$ cat src/rtl/hdus_pkg.sv
// ----------------------------------------------------------------------------
// hdus_pkg
// Shared constants and lookup functions for the HTTP date to Unix seconds
// core: month name table, cumulative month starts and the sequencer step
// table of the shared multiply-accumulate unit.
// ----------------------------------------------------------------------------
package hdus_pkg;

  // multiply-accumulate unit widths
  localparam int ACC_W   = 32;
  localparam int MAC_A_W = 32;
  localparam int MAC_B_W = 17;

  // number of multiply-accumulate steps per date
  localparam int NUM_STEPS = 10;
  localparam int STEP_W    = $clog2(NUM_STEPS);
  localparam logic [STEP_W-1:0] LAST_STEP = STEP_W'(NUM_STEPS - 1);

  // step codes
  localparam logic [STEP_W-1:0] ST_YEAR   = STEP_W'(0);
  localparam logic [STEP_W-1:0] ST_LEAP   = STEP_W'(1);
  localparam logic [STEP_W-1:0] ST_DAY    = STEP_W'(2);
  localparam logic [STEP_W-1:0] ST_SCALE  = STEP_W'(3);
  localparam logic [STEP_W-1:0] ST_HOUR10 = STEP_W'(4);
  localparam logic [STEP_W-1:0] ST_HOUR1  = STEP_W'(5);
  localparam logic [STEP_W-1:0] ST_MIN10  = STEP_W'(6);
  localparam logic [STEP_W-1:0] ST_MIN1   = STEP_W'(7);
  localparam logic [STEP_W-1:0] ST_SEC10  = STEP_W'(8);
  localparam logic [STEP_W-1:0] ST_SEC1   = STEP_W'(9);

  // date constants
  localparam logic [15:0] YEAR_MIN = 16'd1970;
  localparam logic [15:0] YEAR_MAX = 16'd2105;
  localparam logic [15:0] YEAR_NO_LEAP = 16'd2100;
  localparam logic [MAC_B_W-1:0] DAYS_PER_YEAR = MAC_B_W'(365);
  localparam logic [MAC_B_W-1:0] SECS_PER_DAY  = MAC_B_W'(86400);

  // character codes
  localparam logic [7:0] CH_NUL   = 8'd0;
  localparam logic [7:0] CH_SPACE = 8'd32;
  localparam logic [7:0] CH_COMMA = 8'd44;
  localparam logic [7:0] CH_ZERO  = 8'd48;
  localparam logic [7:0] CH_NINE  = 8'd57;

  localparam logic [287:0] MONTH_NAMES = "JanFebMarAprMayJunJulAugSepOctNovDec";

  typedef struct packed {
    logic       hit;
    logic [3:0] idx;
  } month_hit_t;

  // match three packed month bytes against the name table
  function automatic month_hit_t find_month(input logic [23:0] chars);
    month_hit_t r;
    r.hit = 1'b0;
    r.idx = 4'd0;
    for (int i = 11; i >= 0; i--) begin
      if (MONTH_NAMES[287 - i*24 -: 24] == chars) begin
        r.hit = 1'b1;
        r.idx = 4'(i);
      end
    end
    return r;
  endfunction

  // days before the first of each month in a common year
  function automatic logic [8:0] month_start(input logic [3:0] idx);
    logic [8:0] r;
    case (idx)
      4'd0:    r = 9'd0;
      4'd1:    r = 9'd31;
      4'd2:    r = 9'd59;
      4'd3:    r = 9'd90;
      4'd4:    r = 9'd120;
      4'd5:    r = 9'd151;
      4'd6:    r = 9'd181;
      4'd7:    r = 9'd212;
      4'd8:    r = 9'd243;
      4'd9:    r = 9'd273;
      4'd10:   r = 9'd304;
      4'd11:   r = 9'd334;
      default: r = 9'd0;
    endcase
    return r;
  endfunction

  // time byte used by each time step
  function automatic logic [2:0] step_time_idx(input logic [STEP_W-1:0] step);
    logic [2:0] r;
    case (step)
      ST_HOUR10: r = 3'd0;
      ST_HOUR1:  r = 3'd1;
      ST_MIN10:  r = 3'd3;
      ST_MIN1:   r = 3'd4;
      ST_SEC10:  r = 3'd6;
      ST_SEC1:   r = 3'd7;
      default:   r = 3'd0;
    endcase
    return r;
  endfunction

  // weight of each time byte in seconds
  function automatic logic [MAC_B_W-1:0] step_time_weight(input logic [STEP_W-1:0] step);
    logic [MAC_B_W-1:0] r;
    case (step)
      ST_HOUR10: r = MAC_B_W'(36000);
      ST_HOUR1:  r = MAC_B_W'(3600);
      ST_MIN10:  r = MAC_B_W'(600);
      ST_MIN1:   r = MAC_B_W'(60);
      ST_SEC10:  r = MAC_B_W'(10);
      ST_SEC1:   r = MAC_B_W'(1);
      default:   r = MAC_B_W'(1);
    endcase
    return r;
  endfunction

endpackage

$ cat src/rtl/http_date_to_unix_seconds_core.sv
// ----------------------------------------------------------------------------
// http_date_to_unix_seconds_core
// Parses an HTTP date one character per item and gives Unix seconds and an
// error flag at the final character.
// Non-final characters are taken one per cycle while the core is idle.
// After the final character the core stalls input while it checks the date,
// runs the 10 steps of the shared multiply-accumulate unit on a good date
// and delivers the result, and for as long as the output stalls; the result
// is valid in the cycle after that. Synchronous reset returns the parser to
// waiting for the comma and empties the output register.
// ----------------------------------------------------------------------------
module http_date_to_unix_seconds_core (
  input  logic        clk,
  input  logic        rst,
  input  logic        in_valid,
  output logic        in_stall,
  input  logic [7:0]  char_code,
  input  logic        final_char,
  output logic        out_valid,
  input  logic        out_stall,
  output logic [31:0] unix_seconds,
  output logic        format_error
);

  // parse phases
  localparam logic [3:0] PH_COMMA = 4'd0;
  localparam logic [3:0] PH_SKIP1 = 4'd1;
  localparam logic [3:0] PH_DAY   = 4'd2;
  localparam logic [3:0] PH_SKIP2 = 4'd3;
  localparam logic [3:0] PH_MONTH = 4'd4;
  localparam logic [3:0] PH_SKIP3 = 4'd5;
  localparam logic [3:0] PH_YEAR  = 4'd6;
  localparam logic [3:0] PH_TIME  = 4'd7;
  localparam logic [3:0] PH_DONE  = 4'd8;

  // sequencer states
  localparam logic [1:0] SEQ_IDLE    = 2'd0;
  localparam logic [1:0] SEQ_CHECK   = 2'd1;
  localparam logic [1:0] SEQ_RUN     = 2'd2;
  localparam logic [1:0] SEQ_DELIVER = 2'd3;

  logic [1:0]                   seq;
  logic [hdus_pkg::STEP_W-1:0]  step;
  logic                         res_err;

  logic [3:0]  phase, phase_next;
  logic [15:0] day_accum, day_next;
  logic [23:0] month_chars, month_next;
  logic [15:0] year_accum, year_next;
  logic [3:0]  char_position, pos_next;
  logic        error_seen, err_next;
  logic [7:0]  time_chars [8];
  logic        time_we;

  logic        in_take;
  logic        out_free;
  logic        loading;

  logic [3:0]  cur;
  logic        handled;
  logic        is_digit;
  logic [19:0] day_sum, year_sum;

  hdus_pkg::month_hit_t mh;
  logic        bad_date;

  logic                          mac_en, mac_clr;
  logic [hdus_pkg::MAC_A_W-1:0]  mac_a;
  logic [hdus_pkg::MAC_B_W-1:0]  mac_b;
  logic [hdus_pkg::ACC_W-1:0]    acc;

  logic [15:0] year_off;
  logic [15:0] y1969, y1901;
  logic [1:0]  q100;
  logic        q400, leap;
  logic [10:0] small_sum;
  logic [8:0]  time_diff;

  // handshake
  assign in_stall = (seq != SEQ_IDLE);
  assign in_take  = in_valid && !in_stall;
  assign out_free = !out_valid || !out_stall;
  assign loading  = (seq == SEQ_DELIVER) && out_free;

  // digit accumulators, saturating at 16 bits
  assign is_digit = (char_code >= hdus_pkg::CH_ZERO) && (char_code <= hdus_pkg::CH_NINE);
  assign day_sum  = {4'b0, day_accum} * 20'd10 + {16'b0, char_code[3:0]};
  assign year_sum = {4'b0, year_accum} * 20'd10 + {16'b0, char_code[3:0]};

  // character parser, phases fall through as in the string grammar
  always_comb begin
    phase_next = phase;
    day_next   = day_accum;
    month_next = month_chars;
    year_next  = year_accum;
    pos_next   = char_position;
    err_next   = error_seen;
    time_we    = 1'b0;
    cur        = phase;
    handled    = 1'b0;
    if (!error_seen && phase != PH_DONE) begin
      if (char_code == hdus_pkg::CH_NUL) begin
        err_next = 1'b1;
      end else begin
        if (cur == PH_COMMA) begin
          if (char_code == hdus_pkg::CH_COMMA) cur = PH_SKIP1;
          handled = 1'b1;
        end
        if (!handled && cur == PH_SKIP1) begin
          if (char_code == hdus_pkg::CH_SPACE) handled = 1'b1;
          else cur = PH_DAY;
        end
        if (!handled && cur == PH_DAY) begin
          if (is_digit) begin
            day_next = (day_sum > 20'd65535) ? 16'hFFFF : day_sum[15:0];
            handled  = 1'b1;
          end else begin
            cur = PH_SKIP2;
          end
        end
        if (!handled && cur == PH_SKIP2) begin
          if (char_code == hdus_pkg::CH_SPACE) begin
            handled = 1'b1;
          end else begin
            cur      = PH_MONTH;
            pos_next = 4'd0;
          end
        end
        if (!handled && cur == PH_MONTH) begin
          month_next = {month_chars[15:0], char_code};
          if (pos_next + 4'd1 >= 4'd3) begin
            cur      = PH_SKIP3;
            pos_next = 4'd0;
          end else begin
            pos_next = pos_next + 4'd1;
          end
          handled = 1'b1;
        end
        if (!handled && cur == PH_SKIP3) begin
          if (char_code == hdus_pkg::CH_SPACE) handled = 1'b1;
          else cur = PH_YEAR;
        end
        if (!handled && cur == PH_YEAR) begin
          if (is_digit) begin
            year_next = (year_sum > 20'd65535) ? 16'hFFFF : year_sum[15:0];
          end else if (char_code == hdus_pkg::CH_SPACE) begin
            cur      = PH_TIME;
            pos_next = 4'd0;
          end else begin
            err_next = 1'b1;
          end
          handled = 1'b1;
        end
        if (!handled && cur == PH_TIME) begin
          time_we  = 1'b1;
          pos_next = char_position + 4'd1;
          if (char_position + 4'd1 >= 4'd8) cur = PH_DONE;
          handled = 1'b1;
        end
        if (!handled) begin
          err_next = 1'b1;
        end
        phase_next = cur;
      end
    end
  end

  // parser registers
  always_ff @(posedge clk) begin
    if (rst || loading) begin
      phase         <= PH_COMMA;
      day_accum     <= '0;
      month_chars   <= '0;
      year_accum    <= '0;
      char_position <= '0;
      error_seen    <= 1'b0;
    end else if (in_take) begin
      phase         <= phase_next;
      day_accum     <= day_next;
      month_chars   <= month_next;
      year_accum    <= year_next;
      char_position <= pos_next;
      error_seen    <= err_next;
    end
  end

  // time bytes
  always_ff @(posedge clk) begin
    if (in_take && time_we) begin
      time_chars[char_position[2:0]] <= char_code;
    end
  end

  // date checks
  assign mh       = hdus_pkg::find_month(month_chars);
  assign bad_date = error_seen || (phase != PH_DONE) || !mh.hit ||
                    (year_accum < hdus_pkg::YEAR_MIN) || (year_accum > hdus_pkg::YEAR_MAX);

  // leap-day and month terms, year known to be in range here
  // the sum is -1 for january of the first years, so it is taken as signed
  assign year_off  = year_accum - hdus_pkg::YEAR_MIN;
  assign y1969     = year_accum - 16'd1969;
  assign y1901     = year_accum - 16'd1901;
  assign q100      = (y1901 >= 16'd200) ? 2'd2 : ((y1901 >= 16'd100) ? 2'd1 : 2'd0);
  assign q400      = (year_accum >= 16'd2001);
  assign leap      = (mh.idx >= 4'd2) && (year_accum[1:0] == 2'b00) &&
                     (year_accum != hdus_pkg::YEAR_NO_LEAP);
  assign small_sum = {3'b0, y1969[9:2]} - {9'b0, q100} + {10'b0, q400}
                   + {2'b0, hdus_pkg::month_start(mh.idx)} + {10'b0, leap} - 11'd1;

  // selected time byte minus the digit zero, sign extended
  assign time_diff = {1'b0, time_chars[hdus_pkg::step_time_idx(step)]}
                   - {1'b0, hdus_pkg::CH_ZERO};

  // operand selection for the shared unit
  always_comb begin
    mac_en  = (seq == SEQ_RUN);
    mac_clr = 1'b0;
    mac_a   = {{(hdus_pkg::MAC_A_W-9){time_diff[8]}}, time_diff};
    mac_b   = hdus_pkg::step_time_weight(step);
    case (step)
      hdus_pkg::ST_YEAR: begin
        mac_clr = 1'b1;
        mac_a   = {{(hdus_pkg::MAC_A_W-8){1'b0}}, year_off[7:0]};
        mac_b   = hdus_pkg::DAYS_PER_YEAR;
      end
      hdus_pkg::ST_LEAP: begin
        mac_a = {{(hdus_pkg::MAC_A_W-11){small_sum[10]}}, small_sum};
        mac_b = hdus_pkg::MAC_B_W'(1);
      end
      hdus_pkg::ST_DAY: begin
        mac_a = {{(hdus_pkg::MAC_A_W-16){1'b0}}, day_accum};
        mac_b = hdus_pkg::MAC_B_W'(1);
      end
      hdus_pkg::ST_SCALE: begin
        mac_clr = 1'b1;
        mac_a   = acc;
        mac_b   = hdus_pkg::SECS_PER_DAY;
      end
      default: begin
      end
    endcase
  end

  hdus_mac u_mac (
    .clk  (clk),
    .en   (mac_en),
    .clr  (mac_clr),
    .op_a (mac_a),
    .op_b (mac_b),
    .acc  (acc)
  );

  // sequencer
  always_ff @(posedge clk) begin
    if (rst) begin
      seq     <= SEQ_IDLE;
      step    <= '0;
      res_err <= 1'b0;
    end else begin
      unique case (seq)
        SEQ_IDLE: begin
          if (in_take && final_char) seq <= SEQ_CHECK;
        end
        SEQ_CHECK: begin
          step <= '0;
          if (bad_date) begin
            res_err <= 1'b1;
            seq     <= SEQ_DELIVER;
          end else begin
            res_err <= 1'b0;
            seq     <= SEQ_RUN;
          end
        end
        SEQ_RUN: begin
          if (step == hdus_pkg::LAST_STEP) seq <= SEQ_DELIVER;
          else step <= step + 1'b1;
        end
        SEQ_DELIVER: begin
          if (out_free) seq <= SEQ_IDLE;
        end
        default: seq <= SEQ_IDLE;
      endcase
    end
  end

  // output register
  always_ff @(posedge clk) begin
    if (rst) begin
      out_valid <= 1'b0;
    end else if (loading) begin
      out_valid <= 1'b1;
    end else if (!out_stall) begin
      out_valid <= 1'b0;
    end
  end

  always_ff @(posedge clk) begin
    if (loading) begin
      unix_seconds <= res_err ? '0 : acc;
      format_error <= res_err;
    end
  end

  // checks
  a_final_stalls: assert property (@(posedge clk) disable iff (rst)
    (in_valid && !in_stall && final_char) |=> in_stall)
    else $error("final item did not start the date computation");

  a_error_zero: assert property (@(posedge clk) disable iff (rst)
    (out_valid && format_error) |-> (unix_seconds == 32'd0))
    else $error("error result carries nonzero seconds");

  a_step_range: assert property (@(posedge clk) disable iff (rst)
    (seq == SEQ_RUN) |-> (step <= hdus_pkg::LAST_STEP))
    else $error("step counter ran past the last step");

  a_parser_cleared: assert property (@(posedge clk) disable iff (rst)
    $rose(out_valid) |-> (phase == PH_COMMA && !error_seen))
    else $error("parser not cleared after a result");

endmodule

$ cat src/rtl/hdus_mac.sv
// ----------------------------------------------------------------------------
// hdus_mac
// Shared multiply-accumulate unit: while en is high, acc <= (clr ? 0 : acc) + op_a * op_b,
// keeping the low bits, so the sum wraps modulo 2^ACC_W.
// ----------------------------------------------------------------------------
module hdus_mac (
  input  logic                         clk,
  input  logic                         en,
  input  logic                         clr,
  input  logic [hdus_pkg::MAC_A_W-1:0] op_a,
  input  logic [hdus_pkg::MAC_B_W-1:0] op_b,
  output logic [hdus_pkg::ACC_W-1:0]   acc
);

  localparam int PW = hdus_pkg::MAC_A_W + hdus_pkg::MAC_B_W;

  logic [PW-1:0]                  prod;
  logic [hdus_pkg::ACC_W-1:0]     base;

  // product and accumulate base
  assign prod = {{hdus_pkg::MAC_B_W{1'b0}}, op_a} * {{hdus_pkg::MAC_A_W{1'b0}}, op_b};
  assign base = clr ? '0 : acc;

  // accumulator
  always_ff @(posedge clk) begin
    if (en) begin
      acc <= base + prod[hdus_pkg::ACC_W-1:0];
    end
  end

endmodule

$ cat config.mk
export PLATFORM = sky130hd
export DESIGN_NAME = http_date_to_unix_seconds_core
export DESIGN_NICKNAME = d
export VERILOG_FILES = /design/src/rtl/hdus_pkg.sv /design/src/rtl/http_date_to_unix_seconds_core.sv /design/src/rtl/hdus_mac.sv
export SDC_FILE = /design/constraint.sdc
export NUM_CORES = 1
export LEC_CHECK = 0
export ABC_AREA = 1
export BUFFER_PORTS_ARGS = -buffer_cell sky130_fd_sc_hd__buf_2
export CORE_MARGIN = 1.5
export CORE_UTILIZATION = 60
export CTS_BUF_LIST = sky130_fd_sc_hd__clkbuf_4 sky130_fd_sc_hd__clkbuf_8
export DETAILED_ROUTE_END_ITERATION = 16
export MAX_ROUTING_LAYER = met4
export PLACE_DENSITY = 0.78
export SYNTH_ARGS = -nofsm -noshare
export SYNTH_HDL_FRONTEND = slang
export SYNTH_SLANG_ARGS = --single-unit
$ cat constraint.sdc
create_clock -name clk -period 10.9 [get_ports clk]
set_clock_uncertainty 0.05 [all_clocks]
set_input_delay 1.635 -clock clk [delete_from_list [all_inputs] [get_ports clk]]
set_output_delay 1.635 -clock clk [all_outputs]
set_load 0.005 [all_outputs]
# --- After elaboration in Yosys (flattened, before gate mapping) ---
# Memory sizes are Yosys's and may differ from the RTL's.
# Index checks and enable logic that the tools add are counted.
word_totals:
  regBits: 138
  out_inout_bits: 35
  romBits: 144
  n_memories: 2
  ramBits: 64
  in_bits: 13
  word_cells: 249
memory_table:
  columns: ["memory", "depth", "word_bits", "read_ports", "rd_ports_with_merged_regs", "write_ports", "line", "rtl"]
  rows:
  - ["(no name shown)", 16, 9, 1, 0, 0, "hdus_pkg.sv:69", "case (idx)"]
  - ["time_chars", 8, 8, 1, 0, 1, "http_date_to_unix_seconds_core.sv:52", "logic [7:0] time_chars [8];"]
op_classes:
  n_mux: 111
  n_mul: 3
  n_bitwise: 1
  eq_ne: 43
  n_lt_le_gt_ge: 12
  add_sub_neg: 15
  n_reduce_logical: 49
op_table:
  columns: ["operator", "n"]
  rows:
  - ["$eq A23 B24 Y1 const A", 12]
  - ["$mux W4", 42]
  - ["$pmux W32 S4", 1]
  - ["$pmux W16 S5", 1]
  - ["$mux W5", 12]
  - ["$pmux W17 S3", 1]
  - ["$mux W1", 44]
  - ["$add A20 B4 Y20", 2]
  - ["$gt A20 B16 Y1 const B", 2]
  - ["$mul A16 B3 Y19 const B", 2]
  - ["$add A32 B32 Y32", 1]
  - ["$eq A4 B3 Y1 const B", 8]
  - ["$mul A32 B17 Y32", 1]
  - ["$mux W16", 2]
  - ["$mux W32", 1]
  - ["$eq A4 B2 Y1 const B", 4]
  - ["$eq A8 B6 Y1 const B", 2]
  - ["$ge A16 B11 Y1 const B", 1]
  - ["$ge A16 B7 Y1 const B", 1]
  - ["$ge A16 B8 Y1 const B", 1]
  - ["$gt A16 B12 Y1 const B", 1]
  - ["$lt A16 B11 Y1 const B", 1]
  - ["$ne A16 B12 Y1 const B", 1]
  - ["$sub A16 B11 Y16 const B", 1]
  - ["other kinds (38)", 89]

# --- Logic depth before layout (Yosys ltp) ---
logic_depth:
  depth_word: 44
  ltp_mapped: 67

# --- By module ---
# From an unflattened synthesis, not the netlist that was laid out.
unflattened:
  hier_cells: 3459
  area_unflattened_um2: 26700.6
by_module_without_submodules:
  columns: ["module", "n_inst", "area_each_um2", "cells_each"]
  rows:
  - ["hdus_mac", 1, 14574.0, 1874]
  - ["http_date_to_unix_seconds_core", 1, 12126.6, 1585]

# --- Least setup slack after synthesis ---
# OpenSTA, ideal clock, no wires.
synth_path:
  kind: "register -> register"
  startpoint: "reg year_accum[1]"
  endpoint: "reg u_mac.acc[29] (netlist name) (data pin)"
  slack_ns: 0.333
  t_arrival_ns: 10.255
  setup_time_ns: 0.262
  required_ns: 10.588
  stages_incl_launch_ff: 57
  cell_sequence: "dfxtp_1 inv_1 ha_1 a21o_1 nand2_1 nand2_1 nand2_1 nand2_1 nand3_1 nor2_1 nor2_1 inv_1 nor4_1 nor2_1 nor3b_1 nand4_1 nor2_1 o21ai_0 (+21 left out) inv_1 fa_1 inv_1 fa_1 inv_1 fa_1 inv_1 ha_1 a21oi_1 a21boi_0 o21ai_1 a21boi_0 o21ai_1 nand2_1 nand2_1 a21oi_1 o21ai_1 xor2_1"
synth_via:
  elab_chain_len: 12
synth_rtl:
  columns: ["item", "line", "rtl"]
  rows:
  - ["from (decl)", "http_date_to_unix_seconds_core.sv:49", "logic [15:0] year_accum, year_next;"]
  - ["from (signal assigned)", "http_date_to_unix_seconds_core.sv:181", "year_accum <= year_next;"]
  - ["$sub A16 B11 Y16", "http_date_to_unix_seconds_core.sv:203", "assign y1901 = year_accum - 16'd1901;"]
  - ["$ge A16 B7 Y1", "http_date_to_unix_seconds_core.sv:204", "assign q100 = (y1901 >= 16'd200) ? 2'd2 : ((y1901 >= 16'd100) ? 2'd1 : 2'd0);"]
  - ["$mux W1", "http_date_to_unix_seconds_core.sv:204", null]
  - ["$mux W2", "http_date_to_unix_seconds_core.sv:204", null]
  - ["$sub A8 B2 Y9", "http_date_to_unix_seconds_core.sv:208", "assign small_sum = {3'b0, y1969[9:2]} - {9'b0, q100} + {10'b0, q400}"]
  - ["$add A9 B2 Y10", "http_date_to_unix_seconds_core.sv:208", null]
  - ["$add A10 B10 Y11", "http_date_to_unix_seconds_core.sv:209", "+ {2'b0, hdus_pkg::month_start(mh.idx)} + {10'b0, leap} - 11'd1;"]
  - ["$add A11 B1 Y11", "http_date_to_unix_seconds_core.sv:209", null]
  - ["$sub A11 B1 Y11", "http_date_to_unix_seconds_core.sv:209", null]
  - ["$pmux W32 S4 (*)", "http_date_to_unix_seconds_core.sv:221", "case (step)"]
  - ["$mul A32 B17 Y32 (*)", "hdus_mac.sv:21", "assign prod = {{hdus_pkg::MAC_B_W{1'b0}}, op_a} * {{hdus_pkg::MAC_A_W{1'b0}}, op_b};"]
  - ["$add A32 B32 Y32 (*)", "hdus_mac.sv:27", "acc <= base + prod[hdus_pkg::ACC_W-1:0];"]
  - ["to (signal assigned)", "hdus_mac.sv:27", null]
  - ["to (decl)", "hdus_mac.sv:12", "output logic [hdus_pkg::ACC_W-1:0] acc"]
# Every way passes the cells marked *; elsewhere a longest branch is shown, timed or not.
# A chain may end at the register's enable or synchronous reset.

# --- Worst setup path after layout ---
layout_path:
  startpoint: "reg year_accum[1]"
  endpoint: "reg u_mac.acc[31] (netlist name) (data pin)"
# The elaborated chain is that of the path after synthesis.

==> flow_summary_export.csv <==
group,metric,value,unit
outcome,run_status,"finished clean",
layout,synthToLayoutAreaGrowth,12.9,%
floorplan,die_w,209,um
yosys,ys_types,62,
clock_tree,clock_sinks,202,
global_route,grt.total_usage,35.9,%
timing,period_minus_slack,10570,ps
detailed_routing,ant_nets,0,
worst_setup_path,endpoint_kind,"flop",
detailed_routing,vias,21900,
floorplan,core_area,41900,um2
flow_run,drv_cap,0,
clock_tree,clk_pin_slew,70,ps
global_route,grt_antenna_before_repair,1,
timing,fin_hold_ws,413,ps
detailed_routing,wl_per_cell,19.1,um
worst_setup_path,startpoint_type,"flop",
worst_setup_path,cpPeakStageDelay,550,ps
yosys,synth_edf_count,129,
global_route,grt_remaining_overflow,0,
worst_setup_path,critPathMaxFanout,6,
yosys,ys_warn_count,0,
hold_path,hp-class,"flop to flop",
yosys,synth_ff_type,"edfxtp_1",
global_route,grt_pass1_wl,117,mm
clock_tree,root_buffer,"clkbuf_8",
detailed_routing,vias_per_cell,5.62,
timing,tightest_slew,1210,ps
placed_design,gp_congestion,1.04,
worst_setup_path,regToRegSetupSlack,330,ps
detailed_routing,dr.pass1.iters,7,
layout,layout.nets,3875,
detailed_routing,first_iter_violations,1974,
placed_design,place_area,27100,um2
clock_tree,cts-htree-levels,2,
worst_setup_path,cp_slowest_cell,"fa_1",
timing,fin_crit_sh,97.0,%
placed_design,numPortBuffers,47,
worst_setup_path,path_class,"flop to flop",
detailed_routing,post-route-drc-count,0,
timing,finalSetupViolCount,0,
layout,finish.instance_area,28800,um2
clock_tree,ctsHoldBuffers,0,
timing,fin_ws,329,ps
clock_tree,cts_buffers,39,
floorplan,dieArea,43800,um2
floorplan,fp.dieH,209,um
yosys,synth_area,25500,um2
floorplan,initial_core_util,60.8,%
yosys,yosysSeqAreaShare,20.9,%
timing,max_freq,94.6,MHz
worst_setup_path,cp.arrival,10920,ps
timing,maxSlewViolCount,0,
clock_tree,cts_tree,"yes",
yosys,postSynthAreaPerCell,8.02,um2
worst_setup_path,cp_common_cell,"nand2_1",
yosys,ys_async_sr_fraction,0,%
layout,fin_util,68.7,%
timing,slew_headroom,19.0,%
floorplan,rows,75,
yosys,synth_nets,3722,
yosys,syn_inst,3181,
placed_design,pre_cts_slack,-427,ps
floorplan,io_pins,48,
placed_design,post-dp-hpwl,57.7,mm
detailed_routing,totalWireLength,74.7,mm
timing,hold_violations,0,
layout,drive_above_1_share,14.5,%
global_route,grt_max_degree,43,
yosys,yosys_register_bits,202,
global_route,grt_pass1_vias,22400,
clock_tree,max-clock-path-buffers,3,
worst_setup_path,cp.required,11240,ps
clock_tree,clk_latency,640,ps
-- per-stage QoR --
step / setup TNS [ps] / cells
after floorplan: 0 / 3181
after global placement: -243 / 3817
after detailed placement: -1600 / 3817
after CTS: -2.79 / 3891
after global routing: -1140 / 3905
final: 0 / 3905
-- sequential cells by signal, indices dropped and copies added, names as in the netlist --
signal         count
unix_seconds      32
out_valid          1
error_seen         1
month_chars       24
year_accum        16
seq                2
phase              4
step               4
char_position      4
day_accum         16
time_chars        64
res_err            1
u_mac.acc         32
format_error       1
-- synth_stat cells (23+ instances only) --
library cell  instances  area [um2]
nand3_1             132         661
nor2_1              366        1370
xnor2_1              31         272
o21ai_1              23         115
dfxtp_1              73        1460
edfxtp_1            129        3870
fa_1                337        6750
o21ai_0             105         526
ha_1                191        2390
inv_1               736        2760
clkbuf_1             64         240
nand2_1             524        1970
nor3_1               36         180
a21oi_1             137         686
xor2_1               66         578
nand4_1              28         175
-- placed cells by master, fill, tap and decap left out, types with 6 or more instances in the layout --
cell type	n
a21oi_1	118
a21oi_2	14
a21oi_4	6
a221oi_1	6
a31oi_1	11
buf_2	47
buf_4	143
clkbuf_4	10
clkbuf_8	44
clkinv_1	6
clkinv_2	7
dfxtp_1	72
edfxtp_1	129
fa_1	326
fa_2	11
ha_1	168
ha_4	19
inv_1	715
inv_2	35
nand2_1	501
nand2_2	26
nand2_4	9
nand3_1	127
nand3_2	13
nand3b_1	9
nand4_1	28
nor2_1	344
nor2_2	24
nor2_4	13
nor3_1	33
nor4_1	11
o211ai_1	8
o21ai_0	92
o21ai_1	23
o21ai_2	16
o221ai_1	9
o22ai_1	15
or2_2	11
xnor2_1	31
xor2_1	66
-- routing by layer --
metal | track usage [%] | up-vias | wire length (um)
li1 | - | 10100 | -
met1 | 45.4 | 10600 | 29800
met2 | 55.2 | 1014 | 33800
met3 | 8.16 | 236 | 7530
met4 | 16.2 | 0 | 3540
met5 | - | - | 0
-- kinds of logic after synthesis --
group / after synthesis / synth area share [%]
multiplexers: 3 / 0.118
AO/OA/AOI/OAI: 347 / 7.72
adder cells (fa/ha/maj): 528 / 35.8
buffers and inverters: 839 / 12.6
AND/OR/NAND/NOR: 1165 / 19.6
XOR/XNOR: 97 / 3.33
flip-flops: 202 / 20.9
-- timing repair --
item / 4_1_cts / 5_1_grt
endpoints found under the setup margin: 9 / 18
gates resized for setup: 18 / 173
cloned: 0 / 1
pin swaps: 4 / 90
setup buffers: 2 / 13
-- layout make-up --
class                   instances  area [um2]
multi-input cells            2140       17700
flip-flops and latches        202        5340
repair buffers                195        1370
clock inverters                18         186
clock buffers                  54         681
inverters                     755        2850
fillers                      3396       13100
repair inverters                1        5.00
diodes                          1        2.50
well taps                     539         674
-- final timing paths --
kind	cells after the start	end	from
worst max-delay path	59	u_mac.acc[31]$_DFFE_PP_	year_accum[1]$_SDFFE_PP0P_
worst min-delay path	2	month_chars[23]$_SDFFE_PP0P_	month_chars[23]$_SDFFE_PP0P_
worst max register to register	59	u_mac.acc[31]$_DFFE_PP_	year_accum[1]$_SDFFE_PP0P_
worst min register to register	2	month_chars[23]$_SDFFE_PP0P_	month_chars[23]$_SDFFE_PP0P_
-- worst max-delay path, delay by kind of cell, from the launching register on --
family | cells | cell delay (ps)
fa+ha+maj | 11 | 4470
simple gates | 27 | 3150
buf+inv | 15 | 1520
compound gates | 5 | 610
flops | 1 | 360
xor+xnor | 1 | 180
Power is left out: the tool's default activity adds up to more than one toggle a clock period on the data nets, which glitch-free logic cannot reach.
